## src/design/assert_macros.svh

```systemverilog
// assertion helpers shared by the rtl
`ifndef ASSERT_MACROS_SVH
`define ASSERT_MACROS_SVH

// property must hold at every clock edge out of reset
`define CAL_ASSERT(label, clk, rst_n, prop) \
  label: assert property (@(posedge clk) disable iff (!rst_n) (prop)) \
    else $error("circular_array_list assertion failed");

// condition must never be seen out of reset
`define CAL_ASSERT_NEVER(label, clk, rst_n, cond) \
  label: assert property (@(posedge clk) disable iff (!rst_n) !(cond)) \
    else $error("circular_array_list forbidden condition seen");

`endif

```

## src/design/cal_pkg.sv

```systemverilog
`timescale 1ns / 1ps

package cal_pkg;

  // store depth, a power of two so slot arithmetic wraps on its own
  localparam int Slots = 16;
  localparam int IdxW = $clog2(Slots);
  localparam int RankW = 4;
  localparam int CntW = 4;
  localparam int DataW = 32;

  typedef logic [IdxW-1:0] idx_t;
  typedef logic [CntW-1:0] cnt_t;

  localparam cnt_t FullCount = cnt_t'(Slots - 1);

  typedef enum logic [1:0] {
    OP_ADD    = 2'd0,
    OP_REMOVE = 2'd1,
    OP_GET    = 2'd2,
    OP_SET    = 2'd3
  } op_e;

  typedef enum logic [1:0] {
    ST_OK      = 2'd0,
    ST_FULL    = 2'd1,
    ST_EMPTY   = 2'd2,
    ST_INVALID = 2'd3
  } status_e;

  typedef enum logic [2:0] {
    S_IDLE  = 3'b001,
    S_SHIFT = 3'b010,
    S_RESP  = 3'b100
  } state_e;

endpackage

```

## src/design/circular_array_list.sv

```systemverilog
`timescale 1ns / 1ps
// get, set and rejected requests go from the input transfer through the response state
// into the output register; add and remove first pass the shift state, one move per entry
// one request at a time: the next transfer is taken once the result loads, and at most
// 7 entries move per request
// reset: asynchronous active low; head and count clear, slot memory is not cleared
module circular_array_list (
  input  logic                      clk_i,
  input  logic                      rst_ni,
  input  logic                      in_valid_i,
  output logic                      in_stall_o,
  input  logic [1:0]                operation_i,
  input  logic [cal_pkg::RankW-1:0] rank_i,
  input  logic signed [cal_pkg::DataW-1:0] element_i,
  output logic                      out_valid_o,
  input  logic                      out_stall_i,
  output logic signed [cal_pkg::DataW-1:0] value_o,
  output logic [1:0]                status_o,
  output logic [cal_pkg::CntW-1:0]  item_count_o
);
  import cal_pkg::*;

  `include "assert_macros.svh"

  // slot memory, one synchronous read port and one write port
  logic [DataW-1:0] slot_mem [Slots];
  logic [DataW-1:0] rdata_q;

  state_e state_q, state_d;
  idx_t   head_q, head_d;
  cnt_t   count_q, count_d;

  // move sequencer
  idx_t   src_q, src_d;       // next source slot to read
  logic   down_q, down_d;     // walk direction, 1 walks toward lower slots
  cnt_t   k_q, k_d;           // moves issued so far
  cnt_t   n_q, n_d;           // moves needed
  logic   pend_q, pend_d;     // read data waiting to be written back
  idx_t   wa_q, wa_d;         // where that data goes
  logic   is_add_q, is_add_d; // insert element after the moves
  idx_t   fin_q, fin_d;       // slot of the inserted element

  // request and result holding
  logic [DataW-1:0] elem_q, elem_d;
  status_e          st_q, st_d;
  logic             get_ok_q, get_ok_d;

  logic             out_valid_q, out_valid_d;
  logic [DataW-1:0] value_q, value_d;
  logic [1:0]       status_q, status_d;
  cnt_t             item_count_q, item_count_d;

  // memory port controls
  logic             rd_en;
  idx_t             rd_addr;
  logic             wr_en;
  idx_t             wr_addr;
  logic [DataW-1:0] wr_data;

  logic    in_xfer;
  op_e     op;
  cnt_t    rank_c;
  cnt_t    mid;
  logic    front;
  idx_t    rank_slot;
  status_e st_c;

  assign in_xfer   = in_valid_i && !in_stall_o;
  assign op        = op_e'(operation_i);
  assign rank_c    = cnt_t'(rank_i);
  assign mid       = count_q >> 1;
  assign front     = rank_c < mid;   // shorter side is the front part
  assign rank_slot = head_q + idx_t'(rank_i);

  // request check against the list before the operation
  always_comb begin
    st_c = ST_OK;
    case (op)
      OP_ADD: begin
        if (count_q >= FullCount) st_c = ST_FULL;
        else if (rank_c > count_q) st_c = ST_INVALID;
      end
      OP_REMOVE: begin
        if (count_q == '0) st_c = ST_EMPTY;
        else if (rank_c >= count_q) st_c = ST_INVALID;
      end
      OP_GET, OP_SET: begin
        if (rank_c >= count_q) st_c = ST_INVALID;
      end
      default: st_c = ST_INVALID;
    endcase
  end

  always_comb begin
    state_d   = state_q;
    head_d    = head_q;
    count_d   = count_q;
    src_d     = src_q;
    down_d    = down_q;
    k_d       = k_q;
    n_d       = n_q;
    pend_d    = 1'b0;
    wa_d      = wa_q;
    is_add_d  = is_add_q;
    fin_d     = fin_q;
    elem_d    = elem_q;
    st_d      = st_q;
    get_ok_d  = get_ok_q;

    out_valid_d  = out_valid_q && out_stall_i;
    value_d      = value_q;
    status_d     = status_q;
    item_count_d = item_count_q;

    rd_en   = 1'b0;
    rd_addr = rank_slot;
    wr_en   = 1'b0;
    wr_addr = rank_slot;
    wr_data = element_i;

    case (state_q)
      S_IDLE: begin
        if (in_xfer) begin
          elem_d   = element_i;
          st_d     = st_c;
          get_ok_d = 1'b0;
          is_add_d = 1'b0;
          k_d      = '0;
          n_d      = '0;
          state_d  = S_RESP;
          if (st_c == ST_OK) begin
            case (op)
              OP_GET: begin
                // read now, data is in rdata_q by the response cycle
                rd_en    = 1'b1;
                get_ok_d = 1'b1;
              end
              OP_SET: begin
                wr_en = 1'b1;
              end
              OP_ADD: begin
                is_add_d = 1'b1;
                count_d  = count_q + cnt_t'(1);
                state_d  = S_SHIFT;
                if (front) begin
                  // front items move one slot down, head steps back
                  src_d  = head_q;
                  down_d = 1'b0;
                  n_d    = rank_c;
                  fin_d  = rank_slot - idx_t'(1);
                  head_d = head_q - idx_t'(1);
                end else begin
                  // back items move one slot up, from the tail
                  src_d  = head_q + idx_t'(count_q) - idx_t'(1);
                  down_d = 1'b1;
                  n_d    = count_q - rank_c;
                  fin_d  = rank_slot;
                end
              end
              OP_REMOVE: begin
                count_d = count_q - cnt_t'(1);
                state_d = S_SHIFT;
                if (front) begin
                  // front items close the gap upward, head steps forward
                  src_d  = rank_slot - idx_t'(1);
                  down_d = 1'b1;
                  n_d    = rank_c;
                  head_d = head_q + idx_t'(1);
                end else begin
                  src_d  = rank_slot + idx_t'(1);
                  down_d = 1'b0;
                  n_d    = count_q - cnt_t'(1) - rank_c;
                end
              end
              default: state_d = S_RESP;
            endcase
          end
        end
      end

      S_SHIFT: begin
        // read move k while writing back move k-1
        if (k_q != n_q) begin
          rd_en   = 1'b1;
          rd_addr = src_q;
          k_d     = k_q + cnt_t'(1);
          pend_d  = 1'b1;
          wa_d    = down_q ? src_q + idx_t'(1) : src_q - idx_t'(1);
          src_d   = down_q ? src_q - idx_t'(1) : src_q + idx_t'(1);
        end
        if (pend_q) begin
          wr_en   = 1'b1;
          wr_addr = wa_q;
          wr_data = rdata_q;
        end else if (k_q == n_q) begin
          // all moves done; for an add, drop the new element into its slot
          wr_en   = is_add_q;
          wr_addr = fin_q;
          wr_data = elem_q;
          state_d = S_RESP;
        end
      end

      S_RESP: begin
        if (!out_valid_q || !out_stall_i) begin
          out_valid_d  = 1'b1;
          value_d      = get_ok_q ? rdata_q : '0;
          status_d     = st_q;
          item_count_d = count_q;
          state_d      = S_IDLE;
        end
      end

      default: state_d = S_IDLE;
    endcase
  end

  // memory: registered read, one write
  always_ff @(posedge clk_i) begin
    if (wr_en) begin
      slot_mem[wr_addr] <= wr_data;
    end
    if (rd_en) begin
      rdata_q <= slot_mem[rd_addr];
    end
  end

  always_ff @(posedge clk_i or negedge rst_ni) begin
    if (!rst_ni) begin
      state_q     <= S_IDLE;
      head_q      <= '0;
      count_q     <= '0;
      k_q         <= '0;
      n_q         <= '0;
      pend_q      <= 1'b0;
      out_valid_q <= 1'b0;
    end else begin
      state_q     <= state_d;
      head_q      <= head_d;
      count_q     <= count_d;
      k_q         <= k_d;
      n_q         <= n_d;
      pend_q      <= pend_d;
      out_valid_q <= out_valid_d;
    end
  end

  // payload registers
  always_ff @(posedge clk_i) begin
    src_q        <= src_d;
    down_q       <= down_d;
    wa_q         <= wa_d;
    is_add_q     <= is_add_d;
    fin_q        <= fin_d;
    elem_q       <= elem_d;
    st_q         <= st_d;
    get_ok_q     <= get_ok_d;
    value_q      <= value_d;
    status_q     <= status_d;
    item_count_q <= item_count_d;
  end

  assign in_stall_o   = (state_q != S_IDLE);
  assign out_valid_o  = out_valid_q;
  assign value_o      = value_q;
  assign status_o     = status_q;
  assign item_count_o = item_count_q;

  // the sequencer never issues more moves than planned
  `CAL_ASSERT_NEVER(a_moves_bounded, clk_i, rst_ni, k_q > n_q)
  // list size changes only right after an input transfer
  `CAL_ASSERT(a_count_on_xfer, clk_i, rst_ni,
              (count_q != $past(count_q)) |-> $past(in_xfer))
  // a new result is only loaded from the response state
  `CAL_ASSERT(a_result_from_resp, clk_i, rst_ni,
              $rose(out_valid_q) |-> $past(state_q == S_RESP))
  // pending write-back only happens while moving entries
  `CAL_ASSERT(a_pend_in_shift, clk_i, rst_ni, pend_q |-> (state_q == S_SHIFT))
  // list never grows past one less than the store depth
  `CAL_ASSERT_NEVER(a_not_overfull, clk_i, rst_ni,
                    (state_q == S_RESP) && (count_q > FullCount))

endmodule

```

## config.mk

```make
export PLATFORM = sky130hd
export DESIGN_NAME = circular_array_list
export DESIGN_NICKNAME = d
export VERILOG_FILES = /design/src/design/cal_pkg.sv /design/src/design/circular_array_list.sv
export VERILOG_INCLUDE_DIRS = /design/src /design/src/design
export SDC_FILE = /design/constraint.sdc
export NUM_CORES = 1
export LEC_CHECK = 0
export BUFFER_PORTS_ARGS = -buffer_cell sky130_fd_sc_hd__buf_2
export CORE_MARGIN = 2
export CORE_UTILIZATION = 30
export CTS_CLUSTER_DIAMETER = 150
export DETAILED_ROUTE_END_ITERATION = 6
export GPL_TIMING_DRIVEN = 0
export PLACE_DENSITY = 0.49
export SLEW_MARGIN = 20
export SYNTH_ARGS = -nofsm -noshare
export SYNTH_HDL_FRONTEND = slang
export SYNTH_SLANG_ARGS = --single-unit
```

## constraint.sdc

```tcl
create_clock -name clk_i -period 5.4 [get_ports clk_i]
set_input_delay 1.08 -clock clk_i [delete_from_list [all_inputs] [get_ports clk_i]]
set_output_delay 1.08 -clock clk_i [all_outputs]
set_load 0.02 [all_outputs]
```

==> metrics.yaml, run 1 <==
cts-root-buf: "clkbuf_16"
grtUsageTotal_pct: 15.4
synth_area_um2: 26000
coreArea_um2: 86300
rows: 108
grt_use_met3_pct: 3.56
yosysSeqAreaShare_pct: 74.8
cp_cell_sequence: "xor2_1 > or4_1 > clkbuf_1 > nor2_1 > o2bb2ai_1 > a221oi_1 > nand2_1 > nor2_4 > buf_16 > buf_8"
grtUsageMet2_pct: 25.0
min_period_ns: 4.65
cts_buffer_depth: 3
die_w_um: 299
internal_power_mw: 12.0
cts-resized-gates: 0
drt_iter0_markers: 1039
dr_total_vias: 13800
violations: "antenna rules"
synthMuxAreaShare_pct: 11.4
crit_buf_inv: 3
grt_max_degree: 37
p_comb_share_pct: 35.5
p_switching_mw: 6.34
end_kind: "flip-flop"
boundaryPins: 82
gr-total-overflow: 0
busiest_layer: "met2"
place.gp.congestion: 0.780
synth-async-reset-ratio_pct: 3.22
syn_inst: 1362
synth_fa_ha_area_share_pct: 1.63
p_seq_share_pct: 37.0
p_clk_share_pct: 27.4
finalHoldViolCount: 0
worst_pin_slew_ns: 1.11
fp.dieH_um: 299
crit_type: "reg2reg"
max_slew_margin_pct: 25.5
ys_ff_latch: 652
cts_tree: "built"
viasPerCell: 4.96
critPathMaxStageDelay_ns: 0.66
avgSynthCellArea_um2: 19.1
area_growth_pct: 21.0
pwr_density_cell_nw_per_um2: 582
status: "finished, violations left"
fin_hold_ws_ns: 0.417
fin_ws_ns: 0.749
grt_pass1_wl_um: 99600
total_leakage_power_nw: 10.2
finalSetupTns_ns: 0
synth_edf_count: 631
dp_slack_ns: 0.551
place_inst: 2644
cts_setup_buffers: 0
fillCellCount: 7980
cts_hold_buf: 0
clkLatencyLatePin_ns: 0.62
clock.fmax_mhz: 215
cp.arrival_ns: 4.96
regArea_um2: 19500
critPathRequiredTime_ns: 5.71
setup_viol: 0
drive_above_1_share_pct: 25.6
switching_share_pct: 34.6
nNetsFinal: 1639
multiInputGateArea_um2: 6240
synth_top_family_by_area: "multiplexers"
wl_um: 68300
start_kind: "flip-flop"
skew_ns: 0.0324
hp-class: "reg2reg"
antenna_found_initial: 3
synthFlopType: "edfxtp_1"
synth_compound_area_share_pct: 5.80
fin_crit_sh_pct: 86.1
start_util_pct: 30.1
fin_util_pct: 36.5
firstDrtPassIters: 5
ant_nets: 1
htree_levels: 3
ys_warn_count: 0
synth_simple_gate_area_share_pct: 3.21
portBuffers: 80
cts_buffers: 75
crit_slowest_cell: "nor2_4"
drv_cap: 0
synth_nets: 1435
cpLargestDelayFamily: "simple AND/OR/NAND/NOR gates"
instances_no_fill: 2783
vdd.ir_drop.worst_v: 0.000293
ys_types: 55
use_met1_pct: 21.0
clk_pin_slew_worst_paths_ns: 0.06
post_drt_wl_per_cell_um: 24.6
rsz0062_at_grt: "no"
maxSlewViolCount: 0
critPathMaxFanout: 14
dp_hpwl_um: 45100
grt_pass1_vias: 14500
fp.dieArea_um2: 89100
cts.sinks: 652
route.detailed.drc: 0
synth_xor_area_share_pct: 1.31
registers in the layout (all words and copies together) (netlist names), 2 cells and up:
| name | count |
|---|---|
| wa_q | 4 |
| rdata_q | 32 |
| value_o | 32 |
| count_q | 4 |
| fin_q | 4 |
| st_q | 2 |
| state_q | 3 |
| item_count_o | 4 |
| elem_q | 32 |
| slot_mem | 512 |
| k_q | 4 |
| head_q | 4 |
| n_q | 4 |
| status_o | 2 |
| src_q | 4 |
routing by layer:
metal | wire length, um | share of wire [%]
met5 | 15 | 0.022
met1 | 30000 | 44
met2 | 32900 | 48
met4 | 1170 | 1.7
met3 | 4250 | 6.2
worst paths after layout:
check / from / endpoint / slack, ns / cells after the start
worst max-delay path: k_q[0] / slot_mem[7][1] / 0.75 / 10
worst min-delay path: st_q[1] / status_o[1] / 0.42 / 0
worst max register to register: k_q[0] / slot_mem[7][1] / 0.75 / 10
worst min register to register: st_q[1] / status_o[1] / 0.42 / 0
max in group asynchronous: rst_ni / state_q[0] / 4.57 / 1
min in group asynchronous: rst_ni / head_q[0] / 0.45 / 1
logic make-up (layout without fill, tap and decap cells):
| kind of cell | after synthesis | in the layout |
|---|---|---|
| flip-flops | 652 | 652 |
| AO/OA/AOI/OAI | 227 | 227 |
| AND/OR/NAND/NOR | 176 | 176 |
| multiplexers | 137 | 137 |
| buffers and inverters | 100 | 361 |
| XOR/XNOR | 39 | 39 |
| adder cells (fa/ha/maj) | 31 | 31 |
| other | 0 | 5 |
area by class of cell:
cell class,count,share of cell area (%)
sequential,652,61.9
multi-input combinational,610,19.8
clock buffer,84,6.14
tap,1155,4.59
timing repair buffer,127,4.47
clock inverter,50,1.61
buffer,70,1.13
inverter,30,0.366
antenna,5,0.0397
per-stage QoR:
| step | total power [mW] | area (um^2) |
|---|---|---|
| after floorplan | 11.0 | 26000 |
| after global placement | 13.1 | 27900 |
| after detailed placement | 13.5 | 29000 |
| after CTS | 18.6 | 31500 |
| after global routing | 19.2 | 31500 |
| final | 18.3 | 31500 |
worst register-to-register path, stage by stage, from the launching register on:
cell,delay [ns]
dfrtp_1,0.43
xor2_1,0.38
or4_1,0.19
clkbuf_1,0.63
nor2_1,0.49
o2bb2ai_1,0.24
a221oi_1,0.51
nand2_1,0.40
nor2_4,0.67
buf_16,0.24
buf_8,0.19
cells in the final DEF (no fill, tap or decap), types with 4 or more instances in the layout:
cell,netlist,routed
edfxtp_1,631,631
mux4_2,128,128
buf_2,8,88
clkbuf_16,0,76
o22ai_1,66,66
a22oi_1,63,63
nor2_1,69,53
clkbuf_1,44,52
nand2_1,44,43
and2_1,32,32
inv_1,30,29
o21ai_1,0,29
buf_16,0,28
xnor2_1,26,26
ha_1,26,26
dfrtp_1,20,20
buf_4,6,17
clkinv_1,0,17
a21oi_1,17,16
nor2_4,0,16
clkinv_2,0,14
o21ai_0,44,13
xor2_1,13,13
mux2i_1,9,9
a21o_1,8,8
buf_6,8,8
bufinv_16,0,7
buf_12,0,7
diode_2,0,5
nand2b_1,5,5
a211oi_1,5,5
fa_1,5,5
nand4_1,4,4
o211ai_1,4,4
buf_1,4,4
nand3_1,4,4
power groups by stage:
stage	sequential, mW	combinational (mW)	clock, mW
floorplan	6.89	4.13	0
global placement	6.93	6.20	0
detailed placement	6.88	6.61	0
CTS	6.79	6.64	5.14
global route	6.82	7.08	5.32
finish	6.78	6.51	5.02
synthesized netlist by cell type (2+ instances only):
master,number,area [um^2]
a211oi_1,5,37.5
a21o_1,8,60.1
a21oi_1,17,85.1
a22oi_1,63,473
a2bb2oi_1,2,17.5
and2_1,32,200
and3_1,2,12.5
buf_1,4,15.0
buf_2,8,40.0
buf_4,6,45.0
buf_6,8,90.1
clkbuf_1,44,165
dfrtp_1,20,500
edfxtp_1,631,18900
fa_1,5,100
ha_1,26,325
inv_1,30,113
mux2i_1,9,90.1
mux4_2,128,2880
nand2_1,44,165
nand2b_1,5,31.3
nand3_1,4,20.0
nand4_1,4,25.0
nor2_1,69,259
nor3_1,3,15.0
nor3b_1,3,22.5
nor4_1,2,12.5
o211ai_1,4,30.0
o21ai_0,44,220
o22a_1,2,17.5
o22ai_1,66,413
o31ai_1,3,22.5
or3b_2,2,17.5
xnor2_1,26,228
xor2_1,13,114
No activity file was read; power rests on OpenSTA's default activity.
==> inputs of run 2 (changes only) <==
Settings changed: CELL_PAD_IN_SITES_DETAIL_PLACEMENT from default to 1, CELL_PAD_IN_SITES_GLOBAL_PLACEMENT from default to 1, HOLD_SLACK_MARGIN from default to 0.03, PLACE_DENSITY 0.49 to 0.54, SLEW_MARGIN 20 to default.
==> run 2 against run 1 <==
  * The flow now finishes without violations
  * Flip-flop and latch count unchanged
  * Sequential share of layout area up 0.85 points
  * Register-to-register slack better by 0.37 ns
  * Clock skew about the same
  * Clock-buffer cell count up 7
  * Critical path type unchanged
==> metrics.yaml, run 2 (synthesis results as in run 1) <==
status: "finished, final reports clean"
boundaryPins: 82  # unchanged
total_leakage_power_nw: 10.0  # -1.8%
fin_ws_ns: 1.12  # +0.372 ns
rsz0062_at_grt: "no"
pwr_density_cell_nw_per_um2: 591  # +1.7%
min_period_ns: 4.28  # -0.372 ns
post_drt_wl_per_cell_um: 25.7  # +4.9%
area_growth_pct: 19.3
skew_ns: 0.0324  # +0.0000563 ns
regArea_um2: 19500  # unchanged
p_clk_share_pct: 27.8  # +0.4 points
grt_pass1_vias: 15000  # +3.3%
crit_slowest_cell: "o21ai_1"
rows: 108  # unchanged
wl_um: 71100  # +4.0%
drive_above_1_share_pct: 24.4  # -1.2 points
clock.fmax_mhz: 234  # +8.7%
critPathRequiredTime_ns: 5.66  # -0.05 ns
dr_total_vias: 13800  # +0.30%
gr-total-overflow: 0  # unchanged
crit_type: "reg2reg"
antenna_found_initial: 4  # +1
cp_common_cell: "clkbuf_1"
crit_buf_inv: 2  # -1
critPathMaxStageDelay_ns: 0.87  # +0.21 ns
finalHoldViolCount: 0  # unchanged
cts_tree: "built"
internal_power_mw: 12.0  # +0.21%
top_register: "slot_mem"
cts_buffer_depth: 3  # unchanged
dp_hpwl_um: 46300  # +2.6%
p_seq_share_pct: 36.9  # about the same
drt_iter0_markers: 1162  # +12%
max_slew_margin_pct: 23.9  # -1.6 points
start_util_pct: 30.1  # unchanged
layout_commonest_cell: "edfxtp_1"
p_switching_mw: 6.37  # +0.51%
fp.dieH_um: 299  # unchanged
clkLatencyLatePin_ns: 0.64  # +0.02 ns
cts.sinks: 652  # unchanged
cts_hold_buf: 0  # unchanged
critPathMaxFanout: 16  # +2
cpLargestDelayFamily: "simple AND/OR/NAND/NOR gates"
clk_pin_slew_worst_paths_ns: 0.06  # about the same
totalPowerFinal_mw: 18.4  # +0.31%
viasPerCell: 5.02  # +1.1%
p_comb_share_pct: 35.3  # -0.2 points
start_kind: "flip-flop"
ant_nets: 0  # -1
worst_pin_slew_ns: 1.13  # +0.0173 ns
firstDrtPassIters: 5  # unchanged
nNetsFinal: 1623  # -0.98%
grt_pass1_wl_um: 105000  # +5.2%
setup_viol: 0  # unchanged
vdd.ir_drop.worst_v: 0.000272  # -7.2%
fin_crit_sh_pct: 79.2  # -6.9 points
place_inst: 2626  # -0.68%
finalSetupTns_ns: 0  # unchanged
fin_hold_ws_ns: 0.422  # +0.00537 ns
route.detailed.drc: 0  # unchanged
layout_common_cells: "edfxtp_1, mux4_2, buf_2"
switching_share_pct: 34.7  # +0.069 points
hp-class: "reg2reg"
cts_buffers: 74  # -1.3%
die_w_um: 299  # unchanged
diodes: 0  # -5
fp.dieArea_um2: 89100  # unchanged
htree_levels: 3  # unchanged
dp_slack_ns: 0.525  # -0.0261 ns
cts-resized-gates: 0  # unchanged
fillCellCount: 8536  # +7.0%
portBuffers: 80  # unchanged
cp_cell_sequence: "xor2_1 > or4_1 > clkbuf_1 > nor2_1 > clkbuf_1 > a22oi_1 > o21ai_1"
fin_util_pct: 36.0  # -0.49 points
cts-root-buf: "clkbuf_16"
finalInstanceArea_um2: 31100  # -1.4%
cts_setup_buffers: 0  # unchanged
drv_cap: 0  # unchanged
place.gp.congestion: 0.761  # -2.4%
end_kind: "flip-flop"
coreArea_um2: 86300  # unchanged
place_area_um2: 28600  # -1.5%
multiInputGateArea_um2: 6220  # -0.30%
instances_no_fill: 2761  # -0.79%
grtUsageTotal_pct: 16.1  # +0.79 points
largest_reg_flops: 512  # unchanged
cp.arrival_ns: 4.54  # -0.42 ns
maxSlewViolCount: 0  # unchanged
grt_max_degree: 24  # -35%
-- run 2: path summary, 6_finish.rpt --
kind                          from                to  slack [ns]  depth (start not counted)
setup reg to reg            k_q[0]  slot_mem[12][25]        1.12                          7
min in group asynchronous   rst_ni        count_q[3]        0.45                          1
hold / removal             st_q[0]       status_o[0]        0.42                          0
setup / recovery            k_q[0]  slot_mem[12][25]        1.12                          7
max in group asynchronous   rst_ni            k_q[2]        4.56                          1
hold reg to reg            st_q[0]       status_o[0]        0.42                          0
-- run 2: per-layer routing --
layer,track usage (%),part of all wire [%]
met5,0,0
met4,4.43,1.9
met3,2.50,4.6
met2,26.4,49
met1,22.5,45
-- run 2: cell type report --
| type | instances | share of cell area [%] |
|---|---|---|
| Buffer | 70 | 1.14 |
| Clock buffer | 91 | 6.24 |
| Clock inverter | 41 | 1.66 |
| Inverter | 30 | 0.363 |
| Multi-Input combinational cell | 610 | 20.0 |
| Sequential cell | 652 | 62.7 |
| Tap cell | 1155 | 4.65 |
| Timing Repair Buffer | 112 | 3.23 |
-- run 2: power groups by stage --
stage | combinational (mW) | sequential, mW | clock (mW)
2_1_floorplan | 4.13 | 6.89 | 0
5_1_grt | 7.08 | 6.82 | 5.41
3_3_place_gp | 6.21 | 6.93 | 0
4_1_cts | 6.59 | 6.80 | 5.22
3_5_place_dp | 6.55 | 6.90 | 0
6_report | 6.49 | 6.79 | 5.10
